===== src/rtl/icov_pkg.sv =====
`timescale 1ns / 1ps

package icov_pkg;

    localparam int unsigned MAX_INTERVALS_DEF = 16;
    localparam int unsigned OFFSET_BITS_DEF   = 48;

endpackage


===== src/rtl/icov_req_if.sv =====
`timescale 1ns / 1ps

interface icov_req_if #(
    parameter int unsigned OFFSET_BITS = icov_pkg::OFFSET_BITS_DEF
);

    logic                   valid;
    logic                   ready;
    logic [OFFSET_BITS-1:0] start_ofs;
    logic [OFFSET_BITS-1:0] end_ofs;

    modport source (
        output valid,
        output start_ofs,
        output end_ofs,
        input  ready
    );

    modport sink (
        input  valid,
        input  start_ofs,
        input  end_ofs,
        output ready
    );

endinterface


===== src/rtl/icov_rsp_if.sv =====
`timescale 1ns / 1ps

interface icov_rsp_if #(
    parameter int unsigned OFFSET_BITS = icov_pkg::OFFSET_BITS_DEF
);

    logic                   valid;
    logic                   ready;
    logic [OFFSET_BITS-1:0] contiguous_end;
    logic [OFFSET_BITS-1:0] highest_end;
    logic                   table_full_drop;

    modport source (
        output valid,
        output contiguous_end,
        output highest_end,
        output table_full_drop,
        input  ready
    );

    modport sink (
        input  valid,
        input  contiguous_end,
        input  highest_end,
        input  table_full_drop,
        output ready
    );

endinterface


===== src/rtl/icov_ram.sv =====
`timescale 1ns / 1ps

module icov_ram #(
    parameter int unsigned DEPTH = 2 * icov_pkg::MAX_INTERVALS_DEF,
    parameter int unsigned WIDTH = 2 * icov_pkg::OFFSET_BITS_DEF
) (
    input  logic                     clk,
    input  logic                     we,
    input  logic [$clog2(DEPTH)-1:0] waddr,
    input  logic [WIDTH-1:0]         wdata,
    input  logic                     re,
    input  logic [$clog2(DEPTH)-1:0] raddr,
    output logic [WIDTH-1:0]         rdata
);

    logic [WIDTH-1:0] mem [DEPTH];

    always_ff @(posedge clk)
    begin
        if (we)
        begin
            mem[waddr] <= wdata;
        end
    end

    always_ff @(posedge clk)
    begin
        if (re)
        begin
            rdata <= mem[raddr];
        end
    end

endmodule


===== src/rtl/interval_coverage_tracker_unit.sv =====
`timescale 1ns / 1ps
// channel | dir | payload                                          | handshake
// req     | in  | start_ofs, end_ofs                               | valid/ready
// rsp     | out | contiguous_end, highest_end, table_full_drop     | valid/ready
//
// a request walks the stored intervals in order: each entry is read from the ram
// in S_READ and then compared in S_PROC by a single merge/compare unit streaming
// into the opposite ram bank; S_FLUSH and S_DONE follow. req.ready returns
// together with the loaded result.
// req.ready is high only while idle; the next request is taken while a result
// still waits in the output register.
// rsp.valid holds with its payload until rsp.ready; a finished merge waits for it.
// rst_n empties the table at once; no clearing pass.

module interval_coverage_tracker_unit #(
    parameter int unsigned MAX_INTERVALS = icov_pkg::MAX_INTERVALS_DEF,
    parameter int unsigned OFFSET_BITS   = icov_pkg::OFFSET_BITS_DEF
) (
    input  logic       clk,
    input  logic       rst_n,
    icov_req_if.sink   req,
    icov_rsp_if.source rsp
);

    localparam int unsigned IDX_W = $clog2(MAX_INTERVALS);
    localparam int unsigned CNT_W = $clog2(MAX_INTERVALS + 1);
    localparam int unsigned OUT_W = $clog2(MAX_INTERVALS + 2);
    localparam int unsigned ADR_W = IDX_W + 1;
    localparam int unsigned W     = OFFSET_BITS;

    typedef enum logic [2:0] {
        S_IDLE,
        S_READ,
        S_PROC,
        S_FLUSH,
        S_DONE
    } state_t;

    state_t           state_reg;
    logic [W-1:0]     s_reg;
    logic [W-1:0]     e_reg;
    logic             placed_reg;
    logic [CNT_W-1:0] rd_idx_reg;
    logic [OUT_W-1:0] wr_idx_reg;
    logic [CNT_W-1:0] count_reg;
    logic             bank_reg;
    logic [W-1:0]     cont_reg;
    logic [W-1:0]     high_reg;
    logic [W-1:0]     new_cont_reg;
    logic [W-1:0]     new_high_reg;
    logic             out_valid_reg;
    logic [W-1:0]     out_cont_reg;
    logic [W-1:0]     out_high_reg;
    logic             out_drop_reg;

    logic [2*W-1:0]   rd_data;
    logic [W-1:0]     rd_start;
    logic [W-1:0]     rd_end;
    logic             emit;
    logic [W-1:0]     emit_start;
    logic [W-1:0]     emit_end;
    logic             absorb;
    logic             advance;
    logic             place;
    logic             ram_we;
    logic             ram_re;
    logic [ADR_W-1:0] ram_waddr;
    logic [ADR_W-1:0] ram_raddr;
    logic             done_load;
    logic             drop;
    logic             req_fire;

    assign rd_start  = rd_data[2*W-1:W];
    assign rd_end    = rd_data[W-1:0];
    assign req.ready = (state_reg == S_IDLE);
    assign req_fire  = req.valid && req.ready;
    assign done_load = (state_reg == S_DONE) && (!out_valid_reg || rsp.ready);
    assign drop      = (wr_idx_reg > OUT_W'(MAX_INTERVALS));

    assign ram_we    = emit && (wr_idx_reg < OUT_W'(MAX_INTERVALS));
    assign ram_waddr = {~bank_reg, wr_idx_reg[IDX_W-1:0]};
    assign ram_re    = (state_reg == S_READ) && (rd_idx_reg != count_reg);
    assign ram_raddr = {bank_reg, rd_idx_reg[IDX_W-1:0]};

    // merge unit: one stored entry against the pending interval
    always_comb
    begin
        emit       = 1'b0;
        emit_start = s_reg;
        emit_end   = e_reg;
        absorb     = 1'b0;
        advance    = 1'b0;
        place      = 1'b0;
        unique case (state_reg)
            S_PROC:
            begin
                priority if (placed_reg || (rd_end < s_reg))
                begin
                    emit       = 1'b1;
                    emit_start = rd_start;
                    emit_end   = rd_end;
                    advance    = 1'b1;
                end
                else if (rd_start <= e_reg)
                begin
                    absorb  = 1'b1;
                    advance = 1'b1;
                end
                else
                begin
                    emit  = 1'b1;
                    place = 1'b1;
                end
            end
            S_FLUSH:
            begin
                emit = !placed_reg;
            end
            default:
            begin
                emit = 1'b0;
            end
        endcase
    end

    icov_ram #(
        .DEPTH (1 << ADR_W),
        .WIDTH (2 * W)
    ) u_ram (
        .clk   (clk),
        .we    (ram_we),
        .waddr (ram_waddr),
        .wdata ({emit_start, emit_end}),
        .re    (ram_re),
        .raddr (ram_raddr),
        .rdata (rd_data)
    );

    always_ff @(posedge clk or negedge rst_n)
    begin
        if (!rst_n)
        begin
            state_reg     <= S_IDLE;
            count_reg     <= '0;
            bank_reg      <= 1'b0;
            cont_reg      <= '0;
            high_reg      <= '0;
            out_valid_reg <= 1'b0;
            placed_reg    <= 1'b0;
            rd_idx_reg    <= '0;
            wr_idx_reg    <= '0;
            s_reg         <= '0;
            e_reg         <= '0;
            new_cont_reg  <= '0;
            new_high_reg  <= '0;
            out_cont_reg  <= '0;
            out_high_reg  <= '0;
            out_drop_reg  <= 1'b0;
        end
        else
        begin
            if (emit)
            begin
                wr_idx_reg   <= wr_idx_reg + OUT_W'(1);
                new_high_reg <= emit_end;
                if (wr_idx_reg == '0)
                begin
                    new_cont_reg <= (emit_start == '0) ? emit_end : '0;
                end
            end

            if (rsp.valid && rsp.ready && !done_load)
            begin
                out_valid_reg <= 1'b0;
            end

            unique case (state_reg)
                S_IDLE:
                begin
                    if (req_fire)
                    begin
                        // swapped bounds are taken in order
                        if (req.start_ofs > req.end_ofs)
                        begin
                            s_reg <= req.end_ofs;
                            e_reg <= req.start_ofs;
                        end
                        else
                        begin
                            s_reg <= req.start_ofs;
                            e_reg <= req.end_ofs;
                        end
                        placed_reg <= 1'b0;
                        rd_idx_reg <= '0;
                        wr_idx_reg <= '0;
                        state_reg  <= S_READ;
                    end
                end
                S_READ:
                begin
                    state_reg <= (rd_idx_reg == count_reg) ? S_FLUSH : S_PROC;
                end
                S_PROC:
                begin
                    if (absorb)
                    begin
                        s_reg <= (rd_start < s_reg) ? rd_start : s_reg;
                        e_reg <= (rd_end > e_reg) ? rd_end : e_reg;
                    end
                    if (place)
                    begin
                        placed_reg <= 1'b1;
                    end
                    if (advance)
                    begin
                        rd_idx_reg <= rd_idx_reg + CNT_W'(1);
                        state_reg  <= S_READ;
                    end
                end
                S_FLUSH:
                begin
                    placed_reg <= 1'b1;
                    state_reg  <= S_DONE;
                end
                S_DONE:
                begin
                    if (done_load)
                    begin
                        out_valid_reg <= 1'b1;
                        out_drop_reg  <= drop;
                        if (drop)
                        begin
                            out_cont_reg <= cont_reg;
                            out_high_reg <= high_reg;
                        end
                        else
                        begin
                            out_cont_reg <= new_cont_reg;
                            out_high_reg <= new_high_reg;
                            cont_reg     <= new_cont_reg;
                            high_reg     <= new_high_reg;
                            count_reg    <= wr_idx_reg[CNT_W-1:0];
                            bank_reg     <= ~bank_reg;
                        end
                        state_reg <= S_IDLE;
                    end
                end
                default:
                begin
                    state_reg <= S_IDLE;
                end
            endcase
        end
    end

    assign rsp.valid           = out_valid_reg;
    assign rsp.contiguous_end  = out_cont_reg;
    assign rsp.highest_end     = out_high_reg;
    assign rsp.table_full_drop = out_drop_reg;

    a_count_bound: assert property (@(posedge clk) disable iff (!rst_n)
        count_reg <= CNT_W'(MAX_INTERVALS))
        else $error("interval count above table size");

    a_wr_bound: assert property (@(posedge clk) disable iff (!rst_n)
        wr_idx_reg <= OUT_W'(MAX_INTERVALS + 1))
        else $error("merge output index overran");

    a_drop_full: assert property (@(posedge clk) disable iff (!rst_n)
        (done_load && drop) |-> (count_reg == CNT_W'(MAX_INTERVALS)))
        else $error("drop with free table slot");

    a_busy_after_req: assert property (@(posedge clk) disable iff (!rst_n)
        req_fire |=> !req.ready)
        else $error("request taken while merge in progress");

endmodule

===== src/flat_wrapper.sv =====
// flat-port wrapper written by rule: the top's interface ports become plain ports
module interval_coverage_tracker_unit_flat 
#(
    parameter int unsigned MAX_INTERVALS = icov_pkg::MAX_INTERVALS_DEF,
    parameter int unsigned OFFSET_BITS   = icov_pkg::OFFSET_BITS_DEF
)
  (clk, rst_n, req_valid, req_start_ofs, req_end_ofs, req_ready, rsp_valid, rsp_contiguous_end, rsp_highest_end, rsp_table_full_drop, rsp_ready);
  icov_req_if #(.OFFSET_BITS(OFFSET_BITS)) req_i ();
  icov_rsp_if #(.OFFSET_BITS(OFFSET_BITS)) rsp_i ();
  input  logic clk;
  input  logic rst_n;
  input wire logic [$bits(req_i.valid)-1:0] req_valid;
  input wire logic [$bits(req_i.start_ofs)-1:0] req_start_ofs;
  input wire logic [$bits(req_i.end_ofs)-1:0] req_end_ofs;
  output wire logic [$bits(req_i.ready)-1:0] req_ready;
  output wire logic [$bits(rsp_i.valid)-1:0] rsp_valid;
  output wire logic [$bits(rsp_i.contiguous_end)-1:0] rsp_contiguous_end;
  output wire logic [$bits(rsp_i.highest_end)-1:0] rsp_highest_end;
  output wire logic [$bits(rsp_i.table_full_drop)-1:0] rsp_table_full_drop;
  input wire logic [$bits(rsp_i.ready)-1:0] rsp_ready;
  assign req_i.valid = req_valid;
  assign req_i.start_ofs = req_start_ofs;
  assign req_i.end_ofs = req_end_ofs;
  assign req_ready = req_i.ready;
  assign rsp_valid = rsp_i.valid;
  assign rsp_contiguous_end = rsp_i.contiguous_end;
  assign rsp_highest_end = rsp_i.highest_end;
  assign rsp_table_full_drop = rsp_i.table_full_drop;
  assign rsp_i.ready = rsp_ready;
  interval_coverage_tracker_unit #(.MAX_INTERVALS(MAX_INTERVALS), .OFFSET_BITS(OFFSET_BITS)) u_core (.clk(clk), .rst_n(rst_n), .req(req_i), .rsp(rsp_i));
endmodule

===== config.mk =====
export PLATFORM = sky130hd
export DESIGN_NAME = interval_coverage_tracker_unit_flat
export DESIGN_NICKNAME = d
export VERILOG_FILES = /design/src/rtl/icov_pkg.sv /design/src/rtl/icov_req_if.sv /design/src/rtl/icov_rsp_if.sv /design/src/rtl/icov_ram.sv /design/src/rtl/interval_coverage_tracker_unit.sv /design/src/flat_wrapper.sv
export SDC_FILE = /design/constraint.sdc
export NUM_CORES = 2
export LEC_CHECK = 0
export BUFFER_PORTS_ARGS = -buffer_cell sky130_fd_sc_hd__buf_4
export CAP_MARGIN = 40
export CORE_ASPECT_RATIO = 1.4
export CORE_MARGIN = 8
export CORE_UTILIZATION = 52
export DETAILED_ROUTE_END_ITERATION = 10
export GPL_TIMING_DRIVEN = 0
export PLACE_DENSITY_LB_ADDON = 0.05
export SLEW_MARGIN = 20
export SYNTH_ARGS = -nofsm -noshare
export SYNTH_HDL_FRONTEND = slang
export SYNTH_HIERARCHICAL = 1
export SYNTH_SLANG_ARGS = --single-unit

===== constraint.sdc =====
create_clock -name clk -period 9.08 [get_ports clk]
set_input_delay 1.816 -clock clk [delete_from_list [all_inputs] [get_ports clk]]
set_output_delay 1.816 -clock clk [all_outputs]
set_load 0.01 [all_outputs]

# Word level (Yosys, flattened, before mapping)
# Memories as Yosys holds them, arrays and structs flattened. A register that Yosys moved wholly into a read port is not among the register bits.
# Index checks and enable logic that the tools add are counted.
# W data, S select, Z words.
dict set report word_totals {
  memories 1
  in_bits 100
  out_inout_bits 99
  elab_cells 107
  reg_bits 310
  mem_bits_rw 3072
}
# memory depth width read_ports rd_clocked_by_memory_dff wr line
set memory_table {}
lappend memory_table {u_core.u_ram.mem 32 96 1 1 1 icov_ram.sv:16} ;# logic [WIDTH-1:0] mem [DEPTH];
dict set report classes {
  add_sub_neg 2
  order_cmp 7
  bitwise 2
  n_reduce_logical 24
  muxes 44
  eq_ne 13
}
# op n
set op_table {}
lappend op_table {{$mux W48} 13}
lappend op_table {{$pmux W48 S2} 2}
lappend op_table {{$gt A48 B48 Y1} 2}
lappend op_table {{$lt A48 B48 Y1} 2}
lappend op_table {{$le A48 B48 Y1} 1}
lappend op_table {{$logic_not A48 Y1} 1}
lappend op_table {{$mux W5} 5}
lappend op_table {{$mux W1} 17}
lappend op_table {{$pmux W3 S5} 1}
lappend op_table {{$ne A2 B1 Y1 const B} 6}
lappend op_table {{$reduce_and A3 Y1} 4}
lappend op_table {{$add A5 B1 Y5 const B} 2}
lappend op_table {{$pmux W5 S2} 1}
lappend op_table {{$mux W3} 3}
lappend op_table {{$reduce_and A4 Y1} 2}
lappend op_table {{$eq A3 B2 Y1 const B} 2}
lappend op_table {{$logic_and A1 B1 Y1} 6}
lappend op_table {{$eq A5 B5 Y1} 1}
lappend op_table {{$gt A5 B5 Y1 const B} 1}
lappend op_table {{$logic_not A5 Y1} 1}
lappend op_table {{$lt A5 B5 Y1 const B} 1}
lappend op_table {{$ne A5 B5 Y1} 1}
lappend op_table {{$reduce_and A2 Y1} 2}
lappend op_table {{$eq A3 B1 Y1 const B} 1}
lappend op_table {{10 further kinds} 14}

# Longest topological paths before layout
dict set report logic_depth {
  word_depth 8
  depth_mapped 15
  ltp_nobuf 12
}

# Modules after synthesis
# Netlist, hierarchy kept.
# module cells_each seq_area_each_um2 area_each_um2 instances
set modules_own_cells {}
lappend modules_own_cells {icov_ram 5604 95131.2 119453.3 1}
lappend modules_own_cells {interval_coverage_tracker_unit 2207 7757.4 20892.5 1}

# Worst setup path before layout
# No wires, ideal clock.
dict set report synth_path {
  kind {register -> register}
  start {reg u_core.state_reg[1]}
  end {reg u_core.u_ram.rdata[0] (read register of u_core.u_ram.mem) (enable)}
  slack_ns 1.041
  required_time_ns 8.411
  n_path_buf 2
  arrival_time_ns 7.370
  period_less_slack_ns 8.039
  setup_time_ns 0.669
  path_stages_with_launch 6
  path_cell_list {dfrtp_1 > clkbuf_1 > clkbuf_1 > inv_1 > nand2_1 > nor3_1}
}
dict set report synth_via {
  elab_chain_len 2
}
# item line
set synth_rtl {}
lappend synth_rtl {{start, declared} interval_coverage_tracker_unit.sv:39} ;# state_t state_reg;
lappend synth_rtl {{start signal, assigned} interval_coverage_tracker_unit.sv:201} ;# state_reg <= (rd_idx_reg == count_reg) ? S_FLUSH : S_PROC;
lappend synth_rtl {{$eq A3 B1 Y1} interval_coverage_tracker_unit.sv:82} ;# assign ram_re = (state_reg == S_READ) && (rd_idx_reg != count_reg);
lappend synth_rtl {{$logic_and A1 B1 Y1} interval_coverage_tracker_unit.sv:82}
lappend synth_rtl {{net u_core.ram_re} interval_coverage_tracker_unit.sv:66} ;# logic ram_re;
lappend synth_rtl {{end, declared} icov_ram.sv:13} ;# output logic [WIDTH-1:0] rdata
# The timed path passes the listed nets, and every way through them passes these cells.
# A chain may end at the register's enable or synchronous reset.

# Worst setup path in the final report
dict set report layout_path {
  start {reg u_core.u_ram.rdata[79] (read register of u_core.u_ram.mem)}
  end {mem u_core/u_ram/mem[30][72] (netlist bit) (enable)}
}
dict set report layout_via {
  elab_chain_len 7
}
# item line
set layout_rtl {}
lappend layout_rtl {{$le A48 B48 Y1} interval_coverage_tracker_unit.sv:104} ;# else if (rd_start <= e_reg)
lappend layout_rtl {{$mux W1} interval_coverage_tracker_unit.sv:104}
lappend layout_rtl {{$mux W1} interval_coverage_tracker_unit.sv:97} ;# priority if (placed_reg || (rd_end < s_reg))
lappend layout_rtl {{$pmux W1 S2} interval_coverage_tracker_unit.sv:94} ;# unique case (state_reg)
lappend layout_rtl {{$logic_and A1 B1 Y1} interval_coverage_tracker_unit.sv:80} ;# assign ram_we = emit && (wr_idx_reg < OUT_W'(MAX_INTERVALS));
lappend layout_rtl {{net u_core.ram_we} interval_coverage_tracker_unit.sv:65} ;# logic ram_we;
lappend layout_rtl {{$mux W1} icov_ram.sv:20} ;# if (we)
lappend layout_rtl {{$mux W1 (implied by the code)} icov_ram.sv:22} ;# mem[waddr] <= wdata;
lappend layout_rtl {{end, declared} icov_ram.sv:16}
# The timed path passes the listed nets, and every way through them passes these cells.

==> results.ini <==
[worst_setup_path]
endpoint_kind = flip-flop
startpoint_type = flip-flop
required_ps = 9710
crit_type = flip-flop to flip-flop
cp.arrival_ps = 7600
critPathMaxFanout = 16

[synthesis]
avgSynthCellArea_um2 = 17.97
syn_inst = 7811
syn_area_um2 = 140300
yosysSeqAreaShare = 0.7331
syn-num-nets = 8152
synth.area.top_cells = edfxtp_1 68%, mux2i_1 6.2%, mux4_2 6.2%
synth_top_area_cell = edfxtp_1
ys_types = 67
async_flop_share = 0.08913
ys_top_cells_by_count = 3168 x edfxtp_1, 869 x mux2i_1, 514 x a22oi_1
synth_top_flop_cell = edfxtp_1
synth_warnings = 6
ys_ff_latch = 3478
synth_edf_count = 3168
synth.most_common_cell = edfxtp_1
synth_top_area_share = 0.6778

[timing]
tightest_slew_ps = 1006
skew_ps = 35.70
finalCriticalPeriod_ps = 6969
hold_viol = 0
rsz0062_at_grt = false
finalMaxSlewViolations = 0
finalSetupViolCount = 0
slew_headroom = 0.3160
setup_tns_ps = 0
fmax_mhz = 143.5
fin_crit_sh = 0.7675

[detailed_routing]
route.detailed.drc = 0
wl_um = 490500
ant_nets = 0
dr.first_iter.drc_count = 9141
first_pass_iters = 6
wl_per_cell_um = 38.94
vias = 82350
vias_per_cell = 6.537

[global_route]
grt_use_total = 0.3357
grt_max_degree = 88
grt_pass1_wl_um = 665200
antenna_found_initial = 67
overflow = 0
grt_pass1_vias = 81940

[clocking]
post_cts.repair.setup_buffers = 0
ctsHoldBuffers = 0
cts_buffers = 336
clk_pin_slew_ps = 60
clk_latency_ps = 890
cts_root_buffer = clkbuf_16
clock_path_buffers = 4
cts_sinks = 3478
ctsResizeCount = 0
htreeDepth = 5
tritoncts = done

[pwr]
ir_worst_vdd_v = 0.0002536
powerDensity_nw_per_um2 = 330.2
p_leak_nw = 55.27

[cells_and_area]
area_growth_pct = 18.30
regMostFlops = u_core/u_ram/mem
finalNetCount = 9100
drive_gt1_frac = 0.2099
final_cells = 12600
largest_reg_flops = 3072
top_regs = u_core/u_ram/mem (3072), u_core/u_ram/rdata (96)

[floorplanning]
die_width_um = 455.1
start_util = 0.5231
row_count = 225
pin_count = 199
die_y_um = 630.7
core-area_um2 = 268300
dieArea_um2 = 287000

[flow_run]
maxCapViolCount = 0

[min_path]
hold_path_class = flip-flop to flip-flop

[placement]
dp_hpwl_um = 366100
dp_cells = 11910
gp_congestion = 0.9542
port_buffers = 198

[outcome]
outcome = completed

[critical path, cell delays in order, from the launching register on]
cell and delay, ps:
edfxtp_1 670, ha_1 430, nand4_1 160, nor4_1 610, nand3_1 300, o31a_1 190
a32oi_1 340, nand2_1 300, o211ai_1 690, clkbuf_1 430, clkbuf_1 470, inv_1 170
nand3b_1 700, nor2_4 350, buf_12 290, buf_16 180, buf_16 160, buf_12 160
[layer usage]
layer  global-route usage  up-vias  wire, um
met1               0.3816    43380    166000
li1                     -    33750         -
met2               0.5884     4004    252800
met4               0.2096       20     37330
met3              0.05665     1198     34290
met5                    0        -       165
[layout by cell type (no fill, tap or decap), types with 33 or more instances in the layout]
cell type / netlist / layout
nand4_1: 94 / 94
diode_2: 0 / 55
a22oi_1: 514 / 514
nand2_1: 208 / 208
buf_8: 0 / 52
nor2_4: 0 / 33
a21oi_1: 122 / 121
and3_1: 53 / 53
buf_4: 38 / 256
inv_1: 208 / 208
o21ai_0: 133 / 85
a31oi_1: 106 / 106
nand3_1: 223 / 223
o2111ai_1: 48 / 48
mux2_2: 101 / 101
a22o_1: 50 / 50
buf_16: 0 / 120
buf_2: 142 / 146
clkbuf_1: 250 / 301
nor2_1: 143 / 110
dfrtp_1: 310 / 309
clkbuf_16: 0 / 343
o221a_1: 48 / 48
ha_1: 241 / 241
buf_12: 0 / 153
a41o_1: 50 / 50
mux2i_1: 869 / 844
buf_6: 9 / 70
mux4_2: 384 / 384
clkinv_2: 0 / 53
o21ai_4: 0 / 41
o31ai_1: 51 / 51
edfxtp_1: 3168 / 3168
clkinv_1: 0 / 64
[final timing paths]
path | end | cells after the start | startpoint | slack, ps
max in group asynchronous | u_core/rd_idx_reg[1]$_DFFE_PN0P_ | 3 | rst_n | 6950
min | u_core/rsp.highest_end[41]$_DFFE_PN0P_ | 1 | u_core/new_high_reg[41]$_DFFE_PN0N_ | 500
max | u_core/u_ram/mem[30][72]$_DFFE_PP_ | 17 | u_core/u_ram/rdata[79]$_DFFE_PP_ | 2110
min reg2reg | u_core/rsp.highest_end[41]$_DFFE_PN0P_ | 1 | u_core/new_high_reg[41]$_DFFE_PN0N_ | 500
min in group asynchronous | u_core/new_high_reg[24]$_DFFE_PN0N_ | 1 | rst_n | 920
max reg2reg | u_core/u_ram/mem[30][72]$_DFFE_PP_ | 17 | u_core/u_ram/rdata[79]$_DFFE_PP_ | 2110
[metrics by stage]
| step | worst slack [ps] | power, mW | utilization | area, um^2 | hold WS (ps) |
|---|---|---|---|---|---|
| 3_5_place_dp | 2090 | 40.66 | 0.5765 | 154700 | 487.5 |
| 5_1_grt | 2047 | 56.32 | 0.6186 | 166000 | 523.6 |
| 2_1_floorplan | 1042 | 31.59 | - | 140300 | 471.4 |
| 6_report | 2111 | 54.83 | 0.6189 | 166000 | 502.8 |
| 3_3_place_gp | -7512 | 38.35 | 0.5451 | 146200 | 481.7 |
| 4_1_cts | 2023 | 54.46 | 0.6164 | 165400 | 502.4 |
[area by class of cell]
class / instances / area [um^2]
Antenna cell: 55 / 137.6
Inverter: 208 / 780.7
Tap cell: 3518 / 4402
Multi-Input combinational cell: 3675 / 35460
Clock inverter: 189 / 1842
Buffer: 450 / 2100
Fill cell: 19290 / 102300
Clock buffer: 414 / 8881
Timing Repair Buffer: 610 / 9540
Sequential cell: 3478 / 102900
[power breakdown]
part	internal (mW)	switching (mW)
Sequential	21.9	1.25
Combinational	5.73	12.0
Clock	7.82	6.09
Total	35.5	19.4
[cell families after synthesis]
logic type,after synthesis,share of synthesized area
compound gates,1228,0.06342
xor+xnor,8,0.0004993
fa+ha+maj,241,0.02149
buf+inv,658,0.02040
flops,3478,0.7331
mux,1354,0.1317
simple gates,844,0.02938
Note: power is estimated with default switching activity, not from simulation.
